$ cat src/design/tds_pkg.sv
// shared constants, command codes and controller/datapath link types of the dependency scoreboard
package tds_pkg;

  localparam int TASK_IDS = 64;
  localparam int IDX_W    = (TASK_IDS > 1) ? $clog2(TASK_IDS) : 1;
  localparam int ID_W     = 6;
  localparam int MASK_W   = 64;
  localparam int CMD_W    = 3;
  localparam int CNT_W    = 7;

  localparam logic [CMD_W-1:0] CMD_ASSIGN   = CMD_W'(0);
  localparam logic [CMD_W-1:0] CMD_ADD      = CMD_W'(1);
  localparam logic [CMD_W-1:0] CMD_COMPLETE = CMD_W'(2);
  localparam logic [CMD_W-1:0] CMD_GET_RDY  = CMD_W'(3);
  localparam logic [CMD_W-1:0] CMD_HAS_PEND = CMD_W'(4);
  localparam logic [CMD_W-1:0] CMD_CANCEL   = CMD_W'(5);

  // controller to datapath commands
  typedef struct packed {
    logic             accept;     // item taken this cycle
    logic             simple;     // item finishes at once, result from the inputs
    logic             row_id_rd;  // read dependents row of the item's slot
    logic             sweep;      // slot sweep, first stage at idx
    logic [IDX_W-1:0] idx;
    logic             fin;        // last cycle of a long command
  } dp_ctrl_t;

  // datapath to controller status
  typedef struct packed {
    logic id_ok;
    logic mask_nz;
  } dp_stat_t;

endpackage

$ cat src/design/tds_ctrl.sv
// command sequencer: idle, row fetch, slot sweep, drain and finish states
module tds_ctrl import tds_pkg::*; (
  input  logic             clk_i,
  input  logic             rst_ni,
  input  logic             start,
  input  logic [CMD_W-1:0] cmd_i,
  input  dp_stat_t         stat_i,
  output logic             busy,
  output dp_ctrl_t         ctrl_o
);

  localparam logic [2:0] ST_IDLE  = 3'd0;
  localparam logic [2:0] ST_ROW   = 3'd1;
  localparam logic [2:0] ST_SWEEP = 3'd2;
  localparam logic [2:0] ST_TAIL  = 3'd3;
  localparam logic [2:0] ST_FIN   = 3'd4;

  localparam logic [IDX_W-1:0] IDX_LAST = IDX_W'(TASK_IDS - 1);

  logic [2:0]       state_q, state_d;
  logic [IDX_W-1:0] idx_q, idx_d;
  logic             accept;
  logic             long_go;

  assign accept  = start && (state_q == ST_IDLE);
  assign long_go = ((cmd_i == CMD_ADD) && stat_i.id_ok && stat_i.mask_nz) ||
                   ((cmd_i == CMD_COMPLETE) && stat_i.id_ok) ||
                   (cmd_i == CMD_GET_RDY);

  always_comb begin
    state_d = state_q;
    idx_d   = idx_q;
    case (state_q)
      ST_IDLE: begin
        if (accept && long_go) begin
          state_d = (cmd_i == CMD_COMPLETE) ? ST_ROW : ST_SWEEP;
          idx_d   = '0;
        end
      end
      ST_ROW: begin
        state_d = ST_SWEEP;
      end
      ST_SWEEP: begin
        idx_d = idx_q + IDX_W'(1);
        if (idx_q == IDX_LAST) begin
          state_d = ST_TAIL;
          idx_d   = '0;
        end
      end
      ST_TAIL: begin
        state_d = ST_FIN;
      end
      ST_FIN: begin
        state_d = ST_IDLE;
      end
      default: begin
        state_d = ST_IDLE;
      end
    endcase
  end

  always_ff @(posedge clk_i or negedge rst_ni) begin
    if (!rst_ni) begin
      state_q <= ST_IDLE;
      idx_q   <= '0;
    end else begin
      state_q <= state_d;
      idx_q   <= idx_d;
    end
  end

  assign busy             = (state_q != ST_IDLE);
  assign ctrl_o.accept    = accept;
  assign ctrl_o.simple    = accept && !long_go;
  assign ctrl_o.row_id_rd = (state_q == ST_ROW);
  assign ctrl_o.sweep     = (state_q == ST_SWEEP);
  assign ctrl_o.idx       = idx_q;
  assign ctrl_o.fin       = (state_q == ST_FIN);

endmodule

$ cat config.mk
export PLATFORM = sky130hd
export DESIGN_NAME = tds_ctrl
export DESIGN_NICKNAME = d
export VERILOG_FILES = /design/src/design/tds_pkg.sv /design/src/design/tds_ctrl.sv
export SDC_FILE = /design/constraint.sdc
export NUM_CORES = 1
export LEC_CHECK = 0
export ABC_AREA = 1
export BUFFER_PORTS_ARGS = -buffer_cell sky130_fd_sc_hd__buf_2
export CAP_MARGIN = 15
export CORE_MARGIN = 1
export CORE_UTILIZATION = 39
export DETAILED_ROUTE_END_ITERATION = 16
export GPL_TIMING_DRIVEN = 0
export PLACE_DENSITY_LB_ADDON = 0.3
export SKIP_LAST_GASP = 1
export SYNTH_ARGS = -nofsm -noshare
export SYNTH_HDL_FRONTEND = slang
export SYNTH_SLANG_ARGS = --single-unit
$ cat constraint.sdc
create_clock -name clk_i -period 3 [get_ports clk_i]
set_input_delay 0.3 -clock clk_i [delete_from_list [all_inputs] [get_ports clk_i]]
set_output_delay 0.3 -clock clk_i [all_outputs]
set_load 0.05 [all_outputs]
After elaboration in Yosys (flattened, before gate mapping)
Index checks and enable logic that the tools add are counted.
{"block": "op_classes", "mux": 7, "n_shift": 0, "n_lt_le_gt_ge": 0, "div_mod_pow": 0, "mul": 0, "reduce_logical": 14, "n_eq_ne": 10, "add_sub_neg": 1, "bitwise_logic": 0}
{"cell": "$eq 3x2->1 const B", "n": 4}
{"cell": "$mux 6", "n": 2}
{"cell": "$pmux 3 s4", "n": 1}
{"cell": "$pmux 6 s2", "n": 1}
{"cell": "$add 6x1->6 const B", "n": 1}
{"cell": "$eq 3x1->1 const B", "n": 2}
{"cell": "$eq 6x6->1 const B", "n": 1}
{"cell": "$logic_and 1x1->1", "n": 6}
{"cell": "$mux 3", "n": 2}
{"cell": "$ne 2x1->1 const B", "n": 2}
{"cell": "$reduce_and 2->1", "n": 2}
{"cell": "$eq 3x3->1 const B", "n": 1}
{"cell": "$logic_not 3->1", "n": 1}
{"cell": "$reduce_bool 3->1", "n": 1}
{"cell": "$logic_or 1x1->1", "n": 2}
{"cell": "$mux 2", "n": 1}
{"cell": "$reduce_bool 2->1", "n": 1}
{"cell": "$logic_not 1->1", "n": 1}
{"block": "word_totals", "romBits": 0, "mem_bits_rw": 0, "output_inout_bits": 12, "inputBits": 8, "latchBits": 0, "reg_bits": 9, "memories": 0, "wordCells": 34}

Longest topological paths before layout
Gate-level depths: netlist of the first run.
{"block": "depth", "depth_word": 8, "ltp_mapped": 8, "depth_no_buf": 8}

Worst setup path before layout of the first run
OpenSTA, ideal clock, no wires.
{"block": "synth_timing", "kind": "reg2out", "startpoint": "reg state_q[1]", "endpoint": "out ctrl_o[9] (netlist name)", "path_buffers": 0, "t_arrival_ns": 1.934, "slack_ns": 0.766, "path_stages_with_launch": 4, "t_required_ns": 2.700, "path_cell_list": "dfrtp_1 -> nor2_2 -> nand2_2 -> nor3_1"}
{"item": "from (decl)", "line": "tds_ctrl.sv:20", "source": "logic [2:0] state_q, state_d;"}
{"item": "from (signal assigned)", "line": "tds_ctrl.sv:67", "source": "state_q <= state_d;"}
{"item": "to (decl)", "line": "tds_ctrl.sv:9", "source": "output dp_ctrl_t ctrl_o"}

Worst setup path in the final report of the first run
{"block": "layout_timing", "startpoint": "reg state_q[1]", "endpoint": "out ctrl_o[10] (netlist name)"}
{"block": "layout_via", "elab_chain_cells": 2}
{"item": "$logic_not 3->1", "line": "tds_ctrl.sv:25", "source": "assign accept = start && (state_q == ST_IDLE);"}
{"item": "$logic_and 1x1->1", "line": "tds_ctrl.sv:25"}
Every way passes these cells.

==> flow_metrics.tcl, run 1 <==
set metrics [dict create \
    critPathRequiredTime_ps 2700 \
    slowest_delay_ps 440 \
    synth_area_leader_cell "dfrtp_1" \
    setup_viol 0 \
    drc 0 \
    outcome "complete, no violations" \
    antenna_found_initial 0 \
    cts.reportedPaths.clkPinSlew_ps 60 \
    via_per_inst 4.857 \
    grt_pass1_vias 465 \
    die_y_um 40.17 \
    n_antenna_cell 0 \
    syn_nets 82 \
    p_leak_nw 0.4049 \
    synth_xor_xnor_area_share 0.04626 \
    grt-ovfl-total 0 \
    slew_headroom 0.8065 \
    hold_viol_final 0 \
    tns_ps 0 \
    grt_max_degree 10 \
    p_per_area_mw_per_mm2 1219 \
    nets 107 \
    drt_iter0_markers 6 \
    fillers 132 \
    cts_resized 0 \
    synthCells 73 \
    skew_ps 0.2101 \
    num_vias 544 \
    yosys-top-cells-area "dfrtp_1, nand3_1, nand2_1" \
    cp-end-kind "output pin" \
    numPortBuffers 19 \
    dr.pass1.iters 4 \
    clock_path_buffers 2 \
    muxShareOfSynthArea 0 \
    fmax_ghz 0.5742 \
    grt_setup_unrepaired "no" \
    final_common_cell "buf_2" \
    crit_type "reg2out" \
    cp_slowest_cell "dfrtp_1" \
    io-pin-count 20 \
    synthAdderAreaFrac 0.02203 \
    path_buf_inv 2 \
    synth_seq_area_share 0.3965 \
    htreeDepth 1 \
    synth_compound_area_frac 0.08370 \
    finalCriticalPeriod_ps 1742 \
    area_delta_synth_final_pct 26.43 \
    crit_chain "nor2_2, nand2_2, nor2_4, buf_4, buf_2" \
    ys_ff_latch 9 \
    vdd_drop_max_mv 0.5791 \
    synth_top_family_by_area "simple AND/OR/NAND/NOR gates" \
    gp_congestion 0.7763 \
    grt_usage 0.1826 \
    wire_per_inst_um 10.39 \
    final_layout_size_suffix_gt1_frac 0.3711 \
    root_buffer "clkbuf_4" \
    antenna_left 0 \
    critPathTopFamily "flip-flops" \
    numCtsBuffers 3 \
    final_cell_mix "buf_2, nand2_1, nand3_1, inv_1, dfrtp_1" \
    netlist_area_um2 568.0 \
    synth.top_cell.area_share 0.3965 \
    syn_avg_cell_area_um2 7.781 \
    synth_cell_types 22 \
    maxSlewViolCount 0 \
    max_cap_viol_count 0 \
    holdWs_ps 421.6 \
    initial_utilization 0.4259 \
    num_rows 13 \
    cts_tree "built" \
    crit_fanout 5 \
    dieArea_mm2 0.001613 \
    yosys_warnings 0 \
    grt_pass1_wl_mm 1.890 \
    coreArea_mm2 0.001334 \
    hp-class "in2async" \
    clock_latency_ps 250 \
    cp-start-kind "flip-flop" \
    cp.arrival_ps 1440 \
    die_w_um 40.17 \
    drt-total-wl_mm 1.164 \
    synth_simple_gate_area_share 0.3590 \
    worstMarginPinSlew_ps 290.2 \
    cts_sinks 9 \
    dp_hpwl_um 942.8 \
    period_share 0.5805 \
]
[registers in the layout, indices dropped and copies added, names as in the netlist]
register  flops
idx_q         6
state_q       3
[cell type report]
cell class | count | area [µm²] | area share
clock buffer | 4 | 26.28 | 0.03659
multi-input combinational | 51 | 290.3 | 0.4042
timing repair buffer | 20 | 105.1 | 0.1463
buffer | 1 | 7.507 | 0.01045
sequential | 9 | 225.2 | 0.3136
inverter | 12 | 45.04 | 0.06272
tap | 15 | 18.77 | 0.02613
[Yosys cell counts]
| library cell | count |
|---|---|
| inv_2 | 3 |
| a21oi_2 | 1 |
| nand3_1 | 10 |
| nand2_2 | 2 |
| nand2_1 | 13 |
| nor3_1 | 3 |
| inv_1 | 9 |
| nor2_1 | 4 |
| xnor2_1 | 1 |
| nor2_4 | 1 |
| o21ai_0 | 2 |
| xor2_1 | 2 |
| ha_1 | 1 |
| nand3_2 | 1 |
| o21ai_1 | 2 |
| nor2_2 | 2 |
| o21ai_2 | 1 |
| buf_4 | 1 |
| a21oi_1 | 2 |
| nand2_4 | 2 |
| dfrtp_1 | 9 |
| nand4_1 | 1 |
[metrics by stage]
step	utilization	power (mW)	cells	worst slack [ps]	cell area, µm²
4_1_cts	0.5385	0.8847	112	1243	718.2
3_3_place_gp	0.5113	0.7757	107	1558	681.9
2_1_floorplan	-	0.6727	73	766.2	568.0
5_1_grt	0.5385	0.9481	112	1146	718.2
6_report	0.5385	0.8753	112	1258	718.2
3_5_place_dp	0.5113	0.7898	107	1534	681.9
[report_power, final]
part	leakage, nW	internal (mW)	switching (mW)
Clock	0.0150	0.0510	0.0387
Sequential	0.115	0.170	0.0584
Combinational	0.275	0.151	0.406
[routing by layer]
layer / part of all wire / global-route usage / vias up
met2: 0.50 / 0.2984 / 10
li1: - / - / 283
met3: 0.055 / 0.1000 / 2
met4: 0.0052 / 0.02586 / 0
met5: 0 / 0 / -
met1: 0.43 / 0.2123 / 249
[repair_timing]
item | 4_1_cts | 5_1_grt
hold endpoints to repair | 9 | 0
buffers inserted | 0 | 0
hold buffers | 1 | 0
[logic make-up (layout without fill, tap and decap cells)]
logic type	count (synthesis)	count (layout)
xor+xnor	3	3
compound gates	8	8
buf+inv	13	37
simple gates	39	39
flops	9	9
fa+ha+maj	1	1
[worst paths after layout]
check                                start  cells after the start          to  slack (ps)
worst max-delay path            state_q[1]                      5  ctrl_o[10]        1260
worst min-delay path                rst_ni                      2  state_q[0]         420
worst max register to register    idx_q[0]                      6    idx_q[0]        1600
worst min register to register  state_q[2]                      1  state_q[2]         470
max in group asynchronous           rst_ni                      2    idx_q[5]        2400
min in group clk_i              state_q[2]                      1  state_q[2]         470
Note: power is estimated with default switching activity, not from simulation.
==> inputs of run 2 (changes only) <==
==> constraint.sdc (replaced) <==
create_clock -name clk_i -period 1.75 [get_ports clk_i]
set_input_delay 0.175 -clock clk_i [delete_from_list [all_inputs] [get_ports clk_i]]
set_output_delay 0.175 -clock clk_i [all_outputs]
set_load 0.05 [all_outputs]
==> run 2 against run 1 <==
Effect of this change: total power increased by 71%; clock power increased by 72%; clock-buffer cell count unchanged; critical path depth unchanged; largest power group unchanged; worst hold slack got worse by 130 ps; clock skew increased by 2.3 ps; highest routed layer unchanged; via count decreased by 2.4%; critical endpoint unchanged.
==> flow_metrics.tcl, run 2 (synthesis gave the netlist of run 1 again) <==
set metrics [dict create \
    outcome "complete, no violations" \
    hp-class "in2async" \
    finalCriticalPeriod_ps 1611 \
    grt_max_degree 10 \
    dp_hpwl_um 904.5 \
    drc 0 \
    p_per_area_mw_per_mm2 2073 \
    grt-ovfl-total 0 \
    initial_utilization 0.4259 \
    n_antenna_cell 0 \
    maxSlewViolCount 0 \
    fmax_ghz 0.6207 \
    drt-total-wl_mm 1.116 \
    period_share 0.9206 \
    cts_sinks 9 \
    crit_fanout 5 \
    grt_pass1_vias 409 \
    grt_setup_unrepaired "no" \
    num_vias 531 \
    root_buffer "clkbuf_4" \
    vdd_drop_max_mv 1.058 \
    antenna_found_initial 0 \
    setup_slack_ps 138.9 \
    max_cap_viol_count 0 \
    slowest_delay_ps 430 \
    cp-start-kind "flip-flop" \
    clock_latency_ps 260 \
    fillers 136 \
    worstMarginPinSlew_ps 259.7 \
    setup_viol 0 \
    clock_path_buffers 2 \
    die_w_um 40.17 \
    critPathTopFamily "flip-flops" \
    wire_per_inst_um 9.964 \
    via_per_inst 4.741 \
    cts_tree "built" \
    cp.arrival_ps 1440 \
    p_leak_nw 0.4056 \
    dieArea_mm2 0.001613 \
    nets 107 \
    grt_usage 0.1659 \
    io-pin-count 20 \
    coreArea_mm2 0.001334 \
    final_cell_area_um2 723.2 \
    drt_iter0_markers 7 \
    tns_ps 0 \
    grt_pass1_wl_mm 1.628 \
    cts_resized 0 \
    dpl_cell_area_um2 686.9 \
    largest-register "idx_q" \
    critPathRequiredTime_ps 1570 \
    cts.reportedPaths.clkPinSlew_ps 60 \
    gp_congestion 0.7361 \
    crit_chain "nor2_2, nand2_2, nor2_4, buf_4, buf_2" \
    largest_reg_flops 6 \
    hold_viol_final 0 \
    slew_headroom 0.8268 \
    dr.pass1.iters 4 \
    final_cell_mix "buf_2, nand2_1, nand3_1, inv_1, dfrtp_1" \
    num_rows 13 \
    htreeDepth 1 \
    cp_slowest_cell "dfrtp_1" \
    final_layout_size_suffix_gt1_frac 0.3814 \
    cp-end-kind "output pin" \
    top_regs "idx_q: 6 flops, state_q: 3 flops" \
    pre_cts_ws_ps 369.7 \
    numCtsBuffers 3 \
    final_common_cell "buf_2" \
    path_buf_inv 2 \
    die_y_um 40.17 \
    crit_type "reg2out" \
    skew_ps 2.501 \
    numPortBuffers 19 \
    antenna_left 0 \
    area_delta_synth_final_pct 27.31 \
]
run 2: worst reg2reg max path, delay by kind of cell, from the launching register on:
kind,cells,cell delay [ps]
flip-flops,1,430
AO/OA/AOI/OAI,2,330
AND/OR/NAND/NOR,2,260
adder cells (fa/ha/maj),1,220
buffers and inverters,1,60
run 2: what timing repair did:
| action | CTS | global route |
|---|---|---|
| hold buffers | 1 | 0 |
| buffers inserted | 0 | 0 |
| endpoints found under the hold margin | 9 | 0 |
run 2: area by class of cell:
cell class | instances | area [µm²] | area share
clock buffers | 4 | 26.28 | 0.03633
inverters | 12 | 45.04 | 0.06228
multi-input cells | 51 | 295.3 | 0.4083
flip-flops and latches | 9 | 225.2 | 0.3114
plain buffers | 1 | 7.507 | 0.01038
well taps | 15 | 18.77 | 0.02595
repair buffers | 20 | 105.1 | 0.1453
run 2: path summary, 6_finish.rpt:
kind	from	end	slack, ps	cells after the start
worst max-delay path	state_q[1]	ctrl_o[10]	140	5
worst min-delay path	rst_ni	idx_q[2]	290	2
worst max register to register	idx_q[0]	idx_q[0]	350	6
worst min register to register	state_q[2]	state_q[2]	480	1
max in group asynchronous	rst_ni	idx_q[4]	1280	2
min in group clk_i	cmd_i[1]	state_q[0]	380	5
run 2: metal layers:
metal | wire [µm] | GRT usage | vias up
met5 | 0 | 0 | -
met4 | 12 | 0.1034 | 0
met3 | 67 | 0.08333 | 2
met2 | 540 | 0.2661 | 14
met1 | 496 | 0.1701 | 235
li1 | - | - | 280
run 2: metrics by stage:
| stage | cells | total power, mW | hold WS [ps] | util |
|---|---|---|---|---|
| 2_1_floorplan | 73 | 1.157 | -120.6 | - |
| 3_3_place_gp | 107 | 1.333 | 38.05 | 0.5150 |
| 3_5_place_dp | 107 | 1.352 | 35.16 | 0.5150 |
| 4_1_cts | 112 | 1.515 | 294.0 | 0.5422 |
| 5_1_grt | 112 | 1.604 | 311.7 | 0.5422 |
| 6_report | 112 | 1.499 | 292.9 | 0.5422 |
run 2: power by group:
group,switching [mW],internal [mW]
logic,0.692,0.261
clock network,0.0667,0.0875
registers,0.101,0.291
total,0.860,0.640
==> inputs of run 3 (changes only) <==
--- a/config.mk
+++ b/config.mk
@@ -5,14 +5,16 @@
 export SDC_FILE = /design/constraint.sdc
 export NUM_CORES = 1
 export LEC_CHECK = 0
-export ABC_AREA = 1
 export BUFFER_PORTS_ARGS = -buffer_cell sky130_fd_sc_hd__buf_2
 export CAP_MARGIN = 15
+export CELL_PAD_IN_SITES_DETAIL_PLACEMENT = 0
+export CELL_PAD_IN_SITES_GLOBAL_PLACEMENT = 2
 export CORE_MARGIN = 1
-export CORE_UTILIZATION = 39
+export CORE_UTILIZATION = 27
 export DETAILED_ROUTE_END_ITERATION = 16
 export GPL_TIMING_DRIVEN = 0
 export PLACE_DENSITY_LB_ADDON = 0.3
+export SETUP_SLACK_MARGIN = 0.3
 export SKIP_LAST_GASP = 1
 export SYNTH_ARGS = -nofsm -noshare
 export SYNTH_HDL_FRONTEND = slang
==> run 3 against run 2 <==
Effect of this change: utilization decreased by 3.1 points; total power increased by 33%; cell count decreased by 0.89%; register-to-register slack got worse by 140 ps; synthesized area decreased by 4.4%; critical path depth decreased by 2; sequential share of layout area decreased by 5.5 points; synthesized cell count decreased by 29%; global-route usage decreased by 2.0 points; wire length increased by 21%; highest routed layer unchanged; combinational power increased by 47%; clock skew decreased by 1.3 ps; largest power group unchanged.
==> flow_metrics.tcl, run 3 <==
set metrics [dict create \
    antenna_found_initial 0 \
    yosysMostFrequentCell "dfrtp_1" \
    grt_pass1_wl_mm 2.208 \
    p_leak_nw 0.4205 \
    post-route-util 0.5111 \
    fmax_ghz 0.6453 \
    cp.arrival_ps 1370 \
    synth-main-ff-cell "dfrtp_1" \
    slew_headroom 0.7006 \
    drt_iter0_markers 4 \
    yosys_warnings 0 \
    final_cell_mix "buf_2, buf_4, dfrtp_2, buf_6" \
    dr.pass1.iters 2 \
    syn_avg_cell_area_um2 10.44 \
    r2r_setup_slack_ps 210 \
    grt_pass1_vias 499 \
    via_per_inst 4.991 \
    syn_nets 61 \
    cts_sinks 9 \
    synth_seq_area_share 0.4147 \
    netlist_area_um2 543.0 \
    num_rows 15 \
    vdd_drop_max_mv 1.011 \
    final_common_cell "buf_2" \
    numCtsBuffers 3 \
    use_met2 0.2306 \
    hp-class "in2async" \
    cp-start-kind "flip-flop" \
    r2r_cells 5 \
    p_per_area_mw_per_mm2 2169 \
    crit_fanout 4 \
    initial_utilization 0.3014 \
    finalCriticalPeriod_ps 1550 \
    final_layout_size_suffix_gt1_frac 0.6977 \
    hold_viol_final 0 \
    synth_cell_types 26 \
    largest_reg_flops 6 \
    rr_endpoint "idx_q[0]" \
    top_usage_layer "met2" \
    n_antenna_cell 0 \
    skew_ps 1.235 \
    gp_congestion 0.7230 \
    num_vias 554 \
    io-pin-count 20 \
    use_met1 0.1891 \
    dieArea_mm2 0.002194 \
    drc 0 \
    synth.top_cell.area_share 0.4147 \
    top_regs "idx_q: 6 flops, state_q: 3 flops" \
    die_y_um 46.85 \
    reg2reg_from "state_q[0]" \
    antenna_left 0 \
    outcome "complete, no violations" \
    setup_viol 0 \
    synth_area_leader_cell "dfrtp_1" \
    worstMarginPinSlew_ps 449.2 \
    root_buffer "clkbuf_4" \
    grt-ovfl-total 0 \
    max_cap_viol_count 0 \
    ys_ff_latch 9 \
    synthCells 52 \
    clock_latency_ps 260 \
    cp-end-kind "output pin" \
    wire_per_inst_um 12.21 \
    critPathRequiredTime_ps 1570 \
    area_delta_synth_final_pct 69.59 \
    grt_setup_unrepaired "yes" \
    period_share 0.8856 \
    grtUsageMet3 0.01154 \
    grt_max_degree 10 \
    die_w_um 46.85 \
    crit_type "reg2out" \
    cts_tree "built" \
    totalPowerFinal_mw 1.997 \
    htreeDepth 1 \
    drt-total-wl_mm 1.355 \
    maxSlewViolCount 0 \
    grt_usage 0.1463 \
    tns_ps 0 \
    async_flop_share 1.000 \
    clock_path_buffers 2 \
    yosys-top-cells-area "dfrtp_1, a31oi_4, a22o_2" \
    dp_hpwl_um 852.1 \
    numPortBuffers 19 \
    synth_edf_count 0 \
    nets 96 \
    largest-register "idx_q" \
    coreArea_mm2 0.001802 \
    cts.reportedPaths.clkPinSlew_ps 60 \
]
## run 3: how the worst max path moves through the flow
stage,to,slack [ps],startpoint
after floorplan,ctrl_o[0],-30,state_q[1]
after global placement,ctrl_o[10],80,state_q[1]
after detailed placement,ctrl_o[10],70,state_q[1]
after CTS,idx_q[3],180,state_q[2]
after global routing,idx_q[3],140,state_q[0]
final,ctrl_o[7],200,state_q[0]
## run 3: cells by family (layout without fill, tap and decap cells)
family          Yosys count  after routing  synth area share
compound gates           15             15            0.2558
xor+xnor                  1              1           0.01613
simple gates             20             20            0.2189
buf+inv                   5             39           0.05070
mux                       1              1           0.02074
fa+ha+maj                 1              1           0.02304
flops                     9              9            0.4148
## run 3: stage by stage
step                area (µm²)  std cells  hold WS [ps]  setup WS (ps)
finish                   920.9        111         292.9          200.2
floorplan                580.6         52        -120.6         -29.62
detailed placement       706.9         96         40.46          70.12
global route             920.9        111         328.0          137.6
global placement         706.9         96         43.42          81.94
CTS                      855.8        110         300.6          185.0
## run 3: worst max-delay path, cell delays in order (launching register included)
cell and delay, ps:
dfrtp_2 440, or3b_4 470, clkinv_8 90, buf_12 130
## run 3: cell type report
class | instances | area, µm²
plain buffers | 1 | 7.507
clock buffers | 4 | 26.28
inverters | 4 | 27.53
well taps | 25 | 31.28
multi-input cells | 38 | 357.8
repair buffers | 30 | 234.0
flip-flops and latches | 9 | 236.5
fillers | 184 | 880.8
## run 3: per-layer routing
metal	routed length, µm	part of all wire
met1	630	0.46
met2	639	0.47
met3	65	0.048
met4	19	0.014
met5	0	0
## run 3: repair_timing
| action | in CTS | in global routing |
|---|---|---|
| pin swaps | 5 | 4 |
| setup buffers | 9 | 1 |
| hold buffers | 1 | 0 |
| resized for setup | 14 | 16 |
| endpoints found under the setup margin | 10 | 12 |
| endpoints found under the hold margin | 9 | 0 |
## run 3: report_power, final
group,switching (mW),internal [mW],total (mW)
sequential,0.131,0.304,0.435
clock,0.0756,0.0880,0.164
combinational,0.773,0.625,1.40
